**config.mk**
```make
export PLATFORM = sky130hd
export DESIGN_NAME = directed_euler_classifier
export DESIGN_NICKNAME = d
export VERILOG_FILES = /design/src/dec_pkg.sv /design/src/dec_seq.sv /design/src/dec_datapath.sv /design/src/directed_euler_classifier.sv
export SDC_FILE = /design/constraint.sdc
export NUM_CORES = 1
export LEC_CHECK = 0
export BUFFER_PORTS_ARGS = -buffer_cell sky130_fd_sc_hd__clkbuf_2
export CORE_UTILIZATION = 38
export CTS_BUF_LIST = sky130_fd_sc_hd__clkbuf_16
export CTS_CLUSTER_SIZE = 10
export DETAILED_ROUTE_END_ITERATION = 8
export GPL_ROUTABILITY_DRIVEN = 0
export GPL_TIMING_DRIVEN = 0
export SYNTH_ARGS = -nofsm -noshare
export SYNTH_HDL_FRONTEND = slang
export SYNTH_HIERARCHICAL = 1
export SYNTH_SLANG_ARGS = --single-unit
```
**constraint.sdc**
```tcl
create_clock -name clk -period 10.8 [get_ports clk]
set_input_delay 2.16 -clock clk [delete_from_list [all_inputs] [get_ports clk]]
set_output_delay 2.16 -clock clk [all_outputs]
set_load 0.02 [all_outputs]
```
**src/dec_pkg.sv**
```systemverilog
// Shared types, constants and the microcode program of the directed Euler classifier.
`default_nettype none

package dec_pkg;

    localparam int MAX_VERTICES = 16;
    localparam int VTX_W        = $clog2(MAX_VERTICES);
    localparam int CNT_W        = $clog2(MAX_VERTICES + 1);
    localparam int PC_W         = 3;
    localparam int CLASS_W      = 2;

    localparam logic [CNT_W-1:0] VCOUNT_RESET = CNT_W'(MAX_VERTICES);

    localparam logic [CLASS_W-1:0] CLASS_NONE    = 2'd0;
    localparam logic [CLASS_W-1:0] CLASS_CIRCUIT = 2'd1;
    localparam logic [CLASS_W-1:0] CLASS_PATH    = 2'd2;

    // Program step addresses
    localparam logic [PC_W-1:0] STEP_LOAD  = 3'd0;
    localparam logic [PC_W-1:0] STEP_INIT  = 3'd1;
    localparam logic [PC_W-1:0] STEP_CLOSE = 3'd2;
    localparam logic [PC_W-1:0] STEP_CONN  = 3'd3;
    localparam logic [PC_W-1:0] STEP_INDEG = 3'd4;
    localparam logic [PC_W-1:0] STEP_DEG   = 3'd5;
    localparam logic [PC_W-1:0] STEP_EMIT  = 3'd6;
    localparam logic [PC_W-1:0] STEP_CLEAR = 3'd7;

    typedef enum logic [2:0] {
        OP_LOAD,
        OP_INIT,
        OP_CLOSE,
        OP_CONN,
        OP_INDEG,
        OP_DEG,
        OP_EMIT,
        OP_CLEAR
    } op_t;

    typedef enum logic [2:0] {
        C_ALWAYS,
        C_NO_START,
        C_CLOSE_MORE,
        C_CONN_BAD,
        C_VTX_MORE,
        C_OUT_BUSY
    } cond_t;

    typedef struct packed {
        op_t             op;
        cond_t           cond;
        logic [PC_W-1:0] target;
    } ctrl_word_t;

    typedef struct packed {
        logic start;
        logic close_more;
        logic conn_bad;
        logic vtx_more;
        logic out_busy;
    } status_t;

    // Jump to target when the condition holds, else fall through to the next step.
    function automatic ctrl_word_t program_word(input logic [PC_W-1:0] pc);
        ctrl_word_t w;
        w = '{op: OP_LOAD, cond: C_NO_START, target: STEP_LOAD};
        case (pc)
            STEP_LOAD:  w = '{op: OP_LOAD,  cond: C_NO_START,   target: STEP_LOAD};
            STEP_INIT:  w = '{op: OP_INIT,  cond: C_ALWAYS,     target: STEP_CLOSE};
            STEP_CLOSE: w = '{op: OP_CLOSE, cond: C_CLOSE_MORE, target: STEP_CLOSE};
            STEP_CONN:  w = '{op: OP_CONN,  cond: C_CONN_BAD,   target: STEP_EMIT};
            STEP_INDEG: w = '{op: OP_INDEG, cond: C_VTX_MORE,   target: STEP_INDEG};
            STEP_DEG:   w = '{op: OP_DEG,   cond: C_VTX_MORE,   target: STEP_DEG};
            STEP_EMIT:  w = '{op: OP_EMIT,  cond: C_OUT_BUSY,   target: STEP_EMIT};
            STEP_CLEAR: w = '{op: OP_CLEAR, cond: C_ALWAYS,     target: STEP_LOAD};
            default:    w = '{op: OP_LOAD,  cond: C_NO_START,   target: STEP_LOAD};
        endcase
        return w;
    endfunction

endpackage

`default_nettype wire

```
**src/dec_seq.sv**
```systemverilog
// Microcode sequencer: step counter, program table lookup and conditional jumps.
`default_nettype none

module dec_seq (
    input  wire                      clk,
    input  wire                      rst_n,
    input  wire dec_pkg::status_t    status,
    output dec_pkg::ctrl_word_t      cw
);
    import dec_pkg::*;

    logic [PC_W-1:0] pc_reg;
    logic [PC_W-1:0] pc_next;
    logic            taken;

    assign cw = program_word(pc_reg);

    always_comb
    begin
        case (cw.cond)
            C_ALWAYS:     taken = 1'b1;
            C_NO_START:   taken = !status.start;
            C_CLOSE_MORE: taken = status.close_more;
            C_CONN_BAD:   taken = status.conn_bad;
            C_VTX_MORE:   taken = status.vtx_more;
            C_OUT_BUSY:   taken = status.out_busy;
            default:      taken = 1'b0;
        endcase
        pc_next = taken ? cw.target : pc_reg + 1'b1;
    end

    always_ff @(posedge clk or negedge rst_n)
    begin
        if (!rst_n)
        begin
            pc_reg <= STEP_LOAD;
        end
        else
        begin
            pc_reg <= pc_next;
        end
    end

endmodule

`default_nettype wire

```
**src/dec_datapath.sv**
```systemverilog
// Datapath: adjacency store, closure set, in-degree counters and trail checks.
`default_nettype none

module dec_datapath (
    input  wire                          clk,
    input  wire                          rst_n,
    input  wire dec_pkg::ctrl_word_t     cw,
    input  wire                          row_fire,
    input  wire [dec_pkg::VTX_W-1:0]     row_index,
    input  wire [dec_pkg::MAX_VERTICES-1:0] row_bits,
    input  wire [dec_pkg::CNT_W-1:0]     vertex_count,
    input  wire                          out_free,
    output logic                         conn_bad,
    output logic                         vtx_more,
    output logic                         close_more,
    output logic                         emit,
    output logic [dec_pkg::CLASS_W-1:0]  class_value
);
    import dec_pkg::*;

    logic [MAX_VERTICES-1:0] adj_reg   [MAX_VERTICES];
    logic [MAX_VERTICES-1:0] adj_next  [MAX_VERTICES];
    logic [CNT_W-1:0]        indeg_reg [MAX_VERTICES];
    logic [CNT_W-1:0]        indeg_next[MAX_VERTICES];
    logic [MAX_VERTICES-1:0] reached_reg, reached_next;
    logic [VTX_W-1:0]        vtx_reg, vtx_next;
    logic [VTX_W-1:0]        sweep_reg, sweep_next;
    logic [CNT_W-1:0]        starts_reg, starts_next;
    logic [CNT_W-1:0]        ends_reg, ends_next;
    logic                    fail_reg, fail_next;

    logic [CNT_W-1:0]        n_eff;
    logic [MAX_VERTICES-1:0] mask;
    logic [MAX_VERTICES-1:0] cur_row;
    logic [MAX_VERTICES-1:0] vtx_bit;
    logic [CNT_W-1:0]        dout;
    logic [CNT_W-1:0]        din;
    logic                    vtx_active;
    logic                    vtx_last;
    logic                    sweep_last;

    // Clamp the vertex count into 1..MAX_VERTICES
    always_comb
    begin
        if (vertex_count == '0)
            n_eff = CNT_W'(1);
        else if (vertex_count > CNT_W'(MAX_VERTICES))
            n_eff = CNT_W'(MAX_VERTICES);
        else
            n_eff = vertex_count;
        for (int j = 0; j < MAX_VERTICES; j++)
            mask[j] = CNT_W'(j) < n_eff;
    end

    assign cur_row    = adj_reg[vtx_reg] & mask;
    assign vtx_bit    = MAX_VERTICES'(1) << vtx_reg;
    assign vtx_active = {1'b0, vtx_reg} < n_eff;
    assign vtx_last   = vtx_reg == VTX_W'(MAX_VERTICES - 1);
    assign sweep_last = sweep_reg == VTX_W'(MAX_VERTICES - 1);
    assign din        = indeg_reg[vtx_reg];

    always_comb
    begin
        dout = '0;
        for (int j = 0; j < MAX_VERTICES; j++)
            dout = dout + CNT_W'(cur_row[j]);
    end

    assign conn_bad   = reached_reg != mask;
    assign vtx_more   = !vtx_last;
    assign close_more = !(vtx_last && sweep_last);
    assign emit       = (cw.op == OP_EMIT) && out_free;

    always_comb
    begin
        if (fail_reg)
            class_value = CLASS_NONE;
        else if (starts_reg == '0 && ends_reg == '0)
            class_value = CLASS_CIRCUIT;
        else if (starts_reg == CNT_W'(1) && ends_reg == CNT_W'(1))
            class_value = CLASS_PATH;
        else
            class_value = CLASS_NONE;
    end

    always_comb
    begin
        adj_next     = adj_reg;
        indeg_next   = indeg_reg;
        reached_next = reached_reg;
        vtx_next     = vtx_reg;
        sweep_next   = sweep_reg;
        starts_next  = starts_reg;
        ends_next    = ends_reg;
        fail_next    = fail_reg;

        case (cw.op)
            OP_LOAD:
            begin
                if (row_fire && ({1'b0, row_index} < CNT_W'(MAX_VERTICES)))
                    adj_next[row_index] = row_bits;
            end
            OP_INIT:
            begin
                reached_next = MAX_VERTICES'(1);
                vtx_next     = '0;
                sweep_next   = '0;
                starts_next  = '0;
                ends_next    = '0;
                fail_next    = 1'b0;
                for (int j = 0; j < MAX_VERTICES; j++)
                    indeg_next[j] = '0;
            end
            OP_CLOSE:
            begin
                // Grow the set along out-edges of a reached vertex and back along
                // any edge into the set, so the graph is seen undirected.
                if (vtx_active)
                begin
                    if ((reached_reg & vtx_bit) != '0)
                        reached_next = reached_next | cur_row;
                    if ((cur_row & reached_reg) != '0)
                        reached_next = reached_next | vtx_bit;
                end
                vtx_next = vtx_reg + 1'b1;
                if (vtx_last)
                    sweep_next = sweep_reg + 1'b1;
            end
            OP_CONN:
            begin
                fail_next = conn_bad;
                vtx_next  = '0;
            end
            OP_INDEG:
            begin
                if (vtx_active)
                begin
                    for (int j = 0; j < MAX_VERTICES; j++)
                        if (cur_row[j])
                            indeg_next[j] = indeg_reg[j] + 1'b1;
                end
                vtx_next = vtx_reg + 1'b1;
            end
            OP_DEG:
            begin
                if (vtx_active)
                begin
                    if ({1'b0, dout} == {1'b0, din} + 1'b1)
                        starts_next = starts_reg + 1'b1;
                    else if ({1'b0, din} == {1'b0, dout} + 1'b1)
                        ends_next = ends_reg + 1'b1;
                    else if (din != dout)
                        fail_next = 1'b1;
                end
                vtx_next = vtx_reg + 1'b1;
            end
            OP_EMIT:
            begin
            end
            OP_CLEAR:
            begin
                reached_next = '0;
                for (int j = 0; j < MAX_VERTICES; j++)
                    adj_next[j] = '0;
            end
            default:
            begin
            end
        endcase
    end

    always_ff @(posedge clk or negedge rst_n)
    begin
        if (!rst_n)
        begin
            for (int j = 0; j < MAX_VERTICES; j++)
            begin
                adj_reg[j]   <= '0;
                indeg_reg[j] <= '0;
            end
            reached_reg <= '0;
            vtx_reg     <= '0;
            sweep_reg   <= '0;
            starts_reg  <= '0;
            ends_reg    <= '0;
            fail_reg    <= 1'b0;
        end
        else
        begin
            adj_reg     <= adj_next;
            indeg_reg   <= indeg_next;
            reached_reg <= reached_next;
            vtx_reg     <= vtx_next;
            sweep_reg   <= sweep_next;
            starts_reg  <= starts_next;
            ends_reg    <= ends_next;
            fail_reg    <= fail_next;
        end
    end

endmodule

`default_nettype wire

```
**src/directed_euler_classifier.sv**
```systemverilog
// Top level of the directed Euler classifier: ports, config register, result register.
// Rows are taken only at the load step. After the last row: init, closure, connectivity
//   check, in-degree and degree passes, then emit (a graph not weakly connected skips to emit).
// Emit waits for a free output; no new graph is taken until clear returns to load. The closure
//   pass of 16 sweeps over 16 rows, one row read per cycle, takes most of the classify time.
// Reset: rst_n clears the store, the sequencer and the result register; vertex_count = 16.
`default_nettype none

module directed_euler_classifier (
    input  wire                              clk,
    input  wire                              rst_n,
    input  wire                              cfg_valid,
    output logic                             cfg_ready,
    input  wire [dec_pkg::CNT_W-1:0]         cfg_data,
    input  wire                              in_valid,
    output logic                             in_ready,
    input  wire [dec_pkg::VTX_W-1:0]         row_index,
    input  wire [dec_pkg::MAX_VERTICES-1:0]  row_bits,
    input  wire                              last_row,
    output logic                             out_valid,
    input  wire                              out_ready,
    output logic [dec_pkg::CLASS_W-1:0]      euler_class
);
    import dec_pkg::*;

    ctrl_word_t          cw;
    status_t             status;
    logic [CNT_W-1:0]    vcount_reg, vcount_next;
    logic                out_valid_reg, out_valid_next;
    logic [CLASS_W-1:0]  class_reg, class_next;
    logic                row_fire;
    logic                out_free;
    logic                emit;
    logic                conn_bad;
    logic                vtx_more;
    logic                close_more;
    logic [CLASS_W-1:0]  class_value;

    // Config is always taken; the user must write it only while the block is idle, the block does not enforce it.
    assign cfg_ready   = 1'b1;
    assign vcount_next = (cfg_valid && cfg_ready) ? cfg_data : vcount_reg;

    // Rows are taken only while the program sits at its load step.
    assign in_ready = cw.op == OP_LOAD;
    assign row_fire = in_valid && in_ready;

    // The result register frees up in the same cycle its beat is taken.
    assign out_free = !out_valid_reg || out_ready;

    assign status.start      = row_fire && last_row;
    assign status.close_more = close_more;
    assign status.conn_bad   = conn_bad;
    assign status.vtx_more   = vtx_more;
    assign status.out_busy   = !out_free;

    dec_seq u_seq (
        .clk    (clk),
        .rst_n  (rst_n),
        .status (status),
        .cw     (cw)
    );

    dec_datapath u_dp (
        .clk          (clk),
        .rst_n        (rst_n),
        .cw           (cw),
        .row_fire     (row_fire),
        .row_index    (row_index),
        .row_bits     (row_bits),
        .vertex_count (vcount_reg),
        .out_free     (out_free),
        .conn_bad     (conn_bad),
        .vtx_more     (vtx_more),
        .close_more   (close_more),
        .emit         (emit),
        .class_value  (class_value)
    );

    // Load the result beat on emit, drop valid once it is taken.
    always_comb
    begin
        out_valid_next = out_valid_reg;
        class_next     = class_reg;
        if (emit)
        begin
            out_valid_next = 1'b1;
            class_next     = class_value;
        end
        else if (out_ready)
        begin
            out_valid_next = 1'b0;
        end
    end

    always_ff @(posedge clk or negedge rst_n)
    begin
        if (!rst_n)
        begin
            vcount_reg    <= VCOUNT_RESET;
            out_valid_reg <= 1'b0;
            class_reg     <= CLASS_NONE;
        end
        else
        begin
            vcount_reg    <= vcount_next;
            out_valid_reg <= out_valid_next;
            class_reg     <= class_next;
        end
    end

    assign out_valid   = out_valid_reg;
    assign euler_class = class_reg;

endmodule

`default_nettype wire

```
# Yosys cells after proc, flatten, opt, wreduce, memory -nomap -nowiden
# Memory sizes are Yosys's and may differ from the RTL's.
# Index checks and enable logic that the tools add are counted.
# word_totals
output_inout_bits	5
input_bits	31
ff_bits	382
romBits	72
wordCells	267
n_memories	1
# mem_list
memory	words	word_bits	read_ports	rd_ports_with_merged_regs	write_ports	line_no	text
(name not given)	8	9	1	0	0	dec_pkg.sv:66	case (pc)
# op_classes
muxes	59
eq_ne	46
n_reduce_logical	52
magnitude_cmp	21
addsub	38
n_shift	1
n_bitwise	7
# op_table
cell	n
one-hot mux 256 bit (2 select lines)	1
bitwise mux 256 bit	1
2-to-1 mux 256 bit	1
one-hot mux 80 bit (2 select lines)	1
2-to-1 mux 16 bit	8
2-to-1 mux 5 bit	25
adder 5 x 1 -> 5 bit (second input constant)	18
2-to-1 mux 80 bit	1
adder 5 x 1 -> 5 bit	14
binary-select mux 16 bit (select 4 bit)	1
demux 16 bit (select 4 bit)	1
AND reduction 3 bit	17
bitwise AND 16 bit	3
inequality test 2 x 1 -> 1 bit (second input constant)	24
one-hot mux 16 bit (3 select lines)	1
less-than comparator 4 x 5 -> 1 bit (first input constant)	8
OR 16 bit	2
nonzero test 16 bit	2
binary-select mux 5 bit (select 4 bit)	1
less-than comparator 3 x 5 -> 1 bit (first input constant)	4
one-hot mux 5 bit (2 select lines)	2
equality test 3 bit (second input constant)	6
inequality test 16 bit	1
one-hot mux 4 bit (2 select lines)	2
37 further kinds	79

# Logic depth before layout (Yosys ltp)
# Gate-level depths: netlist of the first run.
# logic_depth
ltp_word	26
ltp_mapped	27
mapped_depth_nobuf	23

# Modules after synthesis
# The synthesis of the first run kept the hierarchy.
# modules_own_cells
mod	n_inst	area_each_um2	cells_per_inst
dec_datapath	1	20203.1	2153
directed_euler_classifier	1	342.8	23
dec_seq	1	336.6	34

# Worst setup path before layout of the first run
# Ideal clock, no wire load.
# synth_path
path_kind	register to register
start	reg u_dp.vtx_reg[1]
end	reg u_dp.starts_reg[3]
arrival_time_ps	6405
setup_ps	77
period_less_slack_ps	6482
setup_slack_ps	4318
stages_incl_launch_ff	26
cell_sequence	dfrtp_1 buf_2 buf_4 buf_4 buf_1 mux4_2 mux2i_1 nand2_1 o211ai_1 inv_1 fa_1 inv_1 fa_1 fa_1 fa_1 inv_1 ha_1 a21o_1 a21oi_1 xor2_1 xor2_2 xor2_1 nand3_1 a31o_1 or4_1 a21oi_1
# synth_via
elab_chain_cells	23
elab_cells_between_ends	29
# synth_lines
item	line_no	text
start, declared	dec_datapath.sv:26	logic [VTX_W-1:0] vtx_reg, vtx_next;
start signal, assigned	dec_datapath.sv:193	vtx_reg <= vtx_next;
inverter 4 -> 5 bit (implied by the code)	dec_datapath.sv:55, dec_datapath.sv:60	
binary-select mux 16 bit (select 4 bit)	dec_datapath.sv:55	assign cur_row = adj_reg[vtx_reg] & mask;
2-to-1 mux 16 bit (implied by the code) (2 in series)	dec_datapath.sv:55	
bitwise AND 16 bit	dec_datapath.sv:55	
adder 1 x 1 -> 2 bit	dec_datapath.sv:66	dout = dout + CNT_W'(cur_row[j]);
adder 5 x 1 -> 5 bit (14 in series)	dec_datapath.sv:66	
equality test 5 x 6 -> 1 bit	dec_datapath.sv:148	if ({1'b0, dout} == {1'b0, din} + 1'b1)
inequality test 2 x 1 -> 1 bit (no line)	--	
AND reduction 3 bit (no line) *	--	
end signal, assigned	dec_datapath.sv:195	starts_reg <= starts_next;
end, declared	dec_datapath.sv:28	logic [CNT_W-1:0] starts_reg, starts_next;
# Every way passes the cells marked *; elsewhere a longest branch is shown, timed or not. The select of a mux whose other input is x is not followed.
# A chain may end at the register's enable or synchronous reset.

# Worst setup path in the final report of the first run
# layout_path
start	reg u_dp.vtx_reg[1]
end	reg u_dp.ends_reg[1]
# layout_via
elab_chain_cells	24
elab_cells_between_ends	32
# layout_lines
item	line_no	text
inverter 4 -> 5 bit (implied by the code)	dec_datapath.sv:55, dec_datapath.sv:60	
binary-select mux 16 bit (select 4 bit)	dec_datapath.sv:55	
2-to-1 mux 16 bit (implied by the code) (2 in series)	dec_datapath.sv:55	
bitwise AND 16 bit	dec_datapath.sv:55	
adder 1 x 1 -> 2 bit	dec_datapath.sv:66	
adder 5 x 1 -> 5 bit (14 in series)	dec_datapath.sv:66	
adder 5 x 1 -> 6 bit	dec_datapath.sv:150	else if ({1'b0, din} == {1'b0, dout} + 1'b1)
equality test 5 x 6 -> 1 bit	dec_datapath.sv:150	
inequality test 2 x 1 -> 1 bit (no line)	--	
AND reduction 4 bit (no line) *	--	
end signal, assigned	dec_datapath.sv:196	ends_reg <= ends_next;
end, declared	dec_datapath.sv:29	logic [CNT_W-1:0] ends_reg, ends_next;
# Marked as above.

==> results.sh, run 1 <==
export IMPL_crit_top_cell="fa_1"
export IMPL_synth_area_um2=20900
export IMPL_peakVddDrop_v=0.000128
export IMPL_clkSinkCount=382
export IMPL_drc_errors=0
export IMPL_ys_warn_count=6
export IMPL_grt_start_max_net_pins=115
export IMPL_end_kind="flop"
export IMPL_slew_headroom=0.0879
export IMPL_p_leak_nw=9.89
export IMPL_cts_resized=0
export IMPL_cap_violations=0
export IMPL_vias=17528
export IMPL_setup_violations=0
export IMPL_die_area_um2=55900
export IMPL_wl_um=69800
export IMPL_first_pass_iters=9
export IMPL_tightestPinTransition_ps=1370
export IMPL_dpl_hpwl_um=49600
export IMPL_worstPathMaxFanout=10
export IMPL_period_share=0.787
export IMPL_rsz0062_at_grt="no"
export IMPL_arrival_ps=9000
export IMPL_register_area_um2=9560
export IMPL_clk_pin_slew_worst_paths_ps=60
export IMPL_dp_slack_ps=2380
export IMPL_port_buffers=18
export IMPL_grt_first_pass_wirelength_um=107000
export IMPL_die_w_um=236
export IMPL_fmax_mhz=118
export IMPL_finalPower_w=0.00489
export IMPL_rows=85
export IMPL_areaGrowthSynthToFinish_pct=11.1
export IMPL_final_util=0.429
export IMPL_clockBufferDepth=3
export IMPL_antenna_found_initial=4
export IMPL_setup_tns_ps=0
export IMPL_worstSetupStartpoint="u_dp/vtx_reg[1]"
export IMPL_initial_core_util=0.386
export IMPL_vias_per_cell=5.86
export IMPL_grt_pass1_vias=17584
export IMPL_maxSlewViolCount=0
export IMPL_crit_type="flop to flop"
export IMPL_cts_hold_buf=0
export IMPL_crit_family="adder cells"
export IMPL_period_needed_ps=8500
export IMPL_critical_path_buf_inv_count=4
export IMPL_cts_root_buf="clkbuf_16"
export IMPL_numCtsBuffers=45
export IMPL_r2r_start="u_dp/vtx_reg[1]"
export IMPL_wire_per_inst_um=23.3
export IMPL_cp_data_required_time_ps=11310
export IMPL_cp_slowest_cell="clkbuf_1"
export IMPL_cts_tree="yes"
export IMPL_largest_register_ff_count=256
export IMPL_skew_ps=21.2
export IMPL_grt_use_total=0.253
export IMPL_worstSetupStartpointType="flop"
export IMPL_core_area_um2=54000
export IMPL_syn_avg_cell_area_um2=9.45
export IMPL_syn_instance_count=2209
export IMPL_antenna_left=0
export IMPL_hold_viol=0
export IMPL_nets=2364
export IMPL_fillers=5269
export IMPL_post_cts_buffers=0
export IMPL_overflow=0
export IMPL_clock_latency_ps=600
export IMPL_die_h_um=236
export IMPL_first_iter_violations=1716
export IMPL_worstPathCellList="buf_2 -> buf_4 -> clkbuf_1 -> mux4_1 -> mux4_2 -> o21ai_1 -> fa_1 -> fa_1 -> fa_1 -> fa_1 -> inv_1 -> ha_1 -> a21o_1 -> a21oi_1 -> xor2_1 -> xor2_2 -> xor2_1 -> nand3_1 -> o31ai_2 -> and3_1 -> mux2i_1"
export IMPL_holdCritPathClass="flop to flop"
export IMPL_cts_max_level=2
export IMPL_worst_slack_ps=2300
export IMPL_hold_slack_ps=506
export IMPL_synth_nets=2295
export IMPL_ios=36
export IMPL_power_per_cell_area_nw_per_um2=211
export IMPL_multiInputGateArea_um2=10400
export IMPL_status="complete, no violations"
export IMPL_worstHoldStart="euler_class[0]"
export IMPL_critPathMaxStageDelay_ps=1030
export IMPL_drive_gt1_frac=0.101
metal layers:
layer | track usage | share of wire | vias up | routed length, µm
met5 | 0 | 0.00049 | - | 34
met2 | 0.410 | 0.47 | 779 | 32900
met3 | 0.0389 | 0.071 | 204 | 4970
met4 | 0.129 | 0.053 | 4 | 3710
li1 | - | - | 7776 | -
met1 | 0.328 | 0.40 | 8765 | 28100
worst register-to-register path: cells and delay by family, from the launching register on:
kind	cells	cell delay, ps
compound gates	4	1160
xor+xnor	3	870
fa+ha+maj	5	2420
buf+inv	4	1840
flops	1	390
mux	3	1310
simple gates	2	430
placed cells by master (no fill, tap or decap), types with 10 or more instances in the layout:
| cell type | instances |
|---|---|
| ha_1 | 45 |
| mux4_1 | 11 |
| buf_1 | 10 |
| nand3_1 | 52 |
| inv_1 | 56 |
| mux2_2 | 23 |
| xnor2_1 | 28 |
| o211ai_1 | 16 |
| nor2_1 | 95 |
| buf_4 | 15 |
| nand2b_1 | 12 |
| nor3_1 | 33 |
| o221ai_1 | 12 |
| nor2b_1 | 13 |
| and3_1 | 12 |
| buf_2 | 11 |
| xor2_1 | 31 |
| clkbuf_16 | 46 |
| fa_1 | 10 |
| o21ai_0 | 43 |
| nand2_1 | 642 |
| or3_1 | 17 |
| dfrtp_1 | 381 |
| clkbuf_1 | 117 |
| clkbuf_2 | 17 |
| mux2i_1 | 23 |
| mux4_2 | 81 |
| a21oi_1 | 291 |
per-stage QoR:
step | cell area [µm²] | std cells
after global placement | 21800 | 2923
final | 23200 | 2991
after global routing | 23200 | 2990
after floorplan | 20900 | 2209
after detailed placement | 22000 | 2927
after CTS | 23200 | 2989
power by group:
group	internal (W)	total [W]	switching, W
sequential	0.00160	0.00175	0.000153
combinational	0.000629	0.00177	0.00114
clock	0.000756	0.00136	0.000607
layout make-up:
type                    instances  share of cell area
multi-input cells            1619               0.449
flip-flops and latches        382               0.412
clock buffers                  46              0.0496
well taps                     696              0.0375
plain buffers                 159              0.0317
repair buffers                 22             0.00814
inverters                      49             0.00793
clock inverters                16             0.00399
diodes                          2            0.000216
path summary, 6_finish.rpt:
path                                     end  slack, ps  cells after the start
setup / recovery            u_dp/ends_reg[1]       2300                     21
hold / removal                euler_class[0]        510                      1
setup reg to reg            u_dp/ends_reg[1]       2300                     21
hold reg to reg               euler_class[0]        510                      1
max in group asynchronous  u_dp/adj_reg[223]       8220                      2
min in group asynchronous          out_valid       1560                      1
No activity file was read; power rests on OpenSTA's default activity.
==> inputs of run 2 (changes only) <==
Clock period 10.8 ns to 8.57 ns, I/O delays scaled along.
==> run 2 against run 1 <==
- clock skew fell by 0.51 ps
- setup slack got worse by 1600 ps
- first-iteration DRC count rose by 9.1%
- clock-buffer cell count did not move
- critical path type unchanged
- largest power group unchanged
==> results.sh, run 2 (synthesis results as in run 1) <==
export IMPL_port_buffers=18
export IMPL_areaGrowthSynthToFinish_pct=11.2
export IMPL_cts_hold_buf=0
export IMPL_worstPathMaxFanout=10
export IMPL_status="complete, no violations"
export IMPL_holdCritPathClass="flop to flop"
export IMPL_first_iter_violations=1872
export IMPL_grt_first_pass_wirelength_um=107000
export IMPL_overflow=0
export IMPL_finalPower_w=0.00617
export IMPL_die_w_um=236
export IMPL_peakVddDrop_v=0.000161
export IMPL_clkSinkCount=382
export IMPL_vias_per_cell=5.86
export IMPL_cts_tree="yes"
export IMPL_skew_ps=20.7
export IMPL_drive_gt1_frac=0.102
export IMPL_r2r_slack_ps=700
export IMPL_slew_headroom=0.169
export IMPL_maxSlewViolCount=0
export IMPL_die_area_um2=55900
export IMPL_hold_slack_ps=506
export IMPL_end_kind="flop"
export IMPL_nets=2364
export IMPL_worstSetupStartpointType="flop"
export IMPL_fillers=5269
export IMPL_arrival_ps=8380
export IMPL_power_per_cell_area_nw_per_um2=266
export IMPL_clk_pin_slew_worst_paths_ps=60
export IMPL_cts_root_buf="clkbuf_16"
export IMPL_cap_violations=0
export IMPL_grt_use_total=0.253
export IMPL_period_share=0.918
export IMPL_tightestPinTransition_ps=1240
export IMPL_fmax_mhz=127
export IMPL_numCtsBuffers=45
export IMPL_ios=36
export IMPL_first_pass_iters=8
export IMPL_antenna_found_initial=4
export IMPL_setup_violations=0
export IMPL_largest_register_ff_count=256
export IMPL_vias=17538
export IMPL_core_area_um2=54000
export IMPL_rows=85
export IMPL_grt_start_max_net_pins=115
export IMPL_wl_um=69700
export IMPL_cp_data_required_time_ps=9080
export IMPL_wire_per_inst_um=23.3
export IMPL_final_cell_mix="642 x nand2_1, 381 x dfrtp_1, 291 x a21oi_1"
export IMPL_worst_slack_ps=704
export IMPL_initial_core_util=0.386
export IMPL_antenna_left=0
export IMPL_clock_latency_ps=600
export IMPL_rsz0062_at_grt="no"
export IMPL_p_leak_nw=9.90
export IMPL_grt_pass1_vias=17584
export IMPL_dpl_hpwl_um=49600
export IMPL_hold_viol=0
export IMPL_cts_max_level=2
export IMPL_die_h_um=236
export IMPL_crit_type="flop to flop"
export IMPL_period_needed_ps=7870
export IMPL_final_common_cell="nand2_1"
export IMPL_dp_slack_ps=148
export IMPL_clockBufferDepth=3
export IMPL_drc_errors=0
-- run 2: repair_timing --
action / CTS / global route
gates resized for setup: 0 / 0
buffers inserted: 0 / 2
setup endpoints to repair: 0 / 10
-- run 2: final timing paths --
check | startpoint | to | cells past startpoint
setup / recovery | u_dp/vtx_reg[2] | u_dp/starts_reg[3] | 23
hold / removal | euler_class[0] | euler_class[0] | 1
setup reg to reg | u_dp/vtx_reg[2] | u_dp/starts_reg[3] | 23
hold reg to reg | euler_class[0] | euler_class[0] | 1
max in group asynchronous | rst_n | u_dp/adj_reg[144] | 2
min in group asynchronous | rst_n | out_valid | 1
-- run 2: metrics by stage --
stage / std cells / setup TNS [ps] / util / cell area (µm²)
finish: 2991 / 0 / 0.430 / 23200
global route: 2990 / 0 / 0.430 / 23200
CTS: 2989 / 0 / 0.429 / 23200
detailed placement: 2927 / 0 / 0.406 / 22000
global placement: 2923 / -1078250 / 0.404 / 21800
floorplan: 2209 / 0 / - / 20900
-- run 2: area by class of cell --
class	count	area [µm²]	share of cell area
Clock inverter	16	92.6	0.00399
Clock buffer	46	1150	0.0496
Tap cell	696	871	0.0375
Multi-Input combinational cell	1619	10400	0.449
Sequential cell	382	9560	0.412
Inverter	49	184	0.00793
Timing Repair Buffer	24	204	0.00879
Buffer	157	728	0.0314
Antenna cell	2	5.00	0.000216
-- run 2: report_power, final --
group	switching, W	internal, W
sequential	0.000193	0.00202
clock	0.000768	0.000953
combinational	0.00144	0.000793
total	0.00240	0.00376
-- run 2: metal layers --
| metal | global-route usage | vias to the layer above | share of wire |
|---|---|---|---|
| met5 | 0 | - | 0.00049 |
| met3 | 0.0389 | 204 | 0.068 |
| li1 | - | 7777 | - |
| met1 | 0.328 | 8820 | 0.41 |
| met2 | 0.410 | 733 | 0.47 |
| met4 | 0.129 | 4 | 0.052 |
-- run 2: critical path, stage by stage (launching register included) --
cell      delay (ps)
dfrtp_1          410
buf_4            200
inv_2            240
buf_2            460
buf_2            450
clkbuf_1         480
nand2_1          180
nand2_1          150
nor2_1            50
a211o_1          460
fa_1             610
fa_1             440
fa_1             530
fa_1             420
inv_1             60
ha_1             150
inv_1             60
fa_1             400
xnor2_1          600
xor2_1           170
or3_1            360
a31o_1           210
or4_1            510
a21oi_1          150
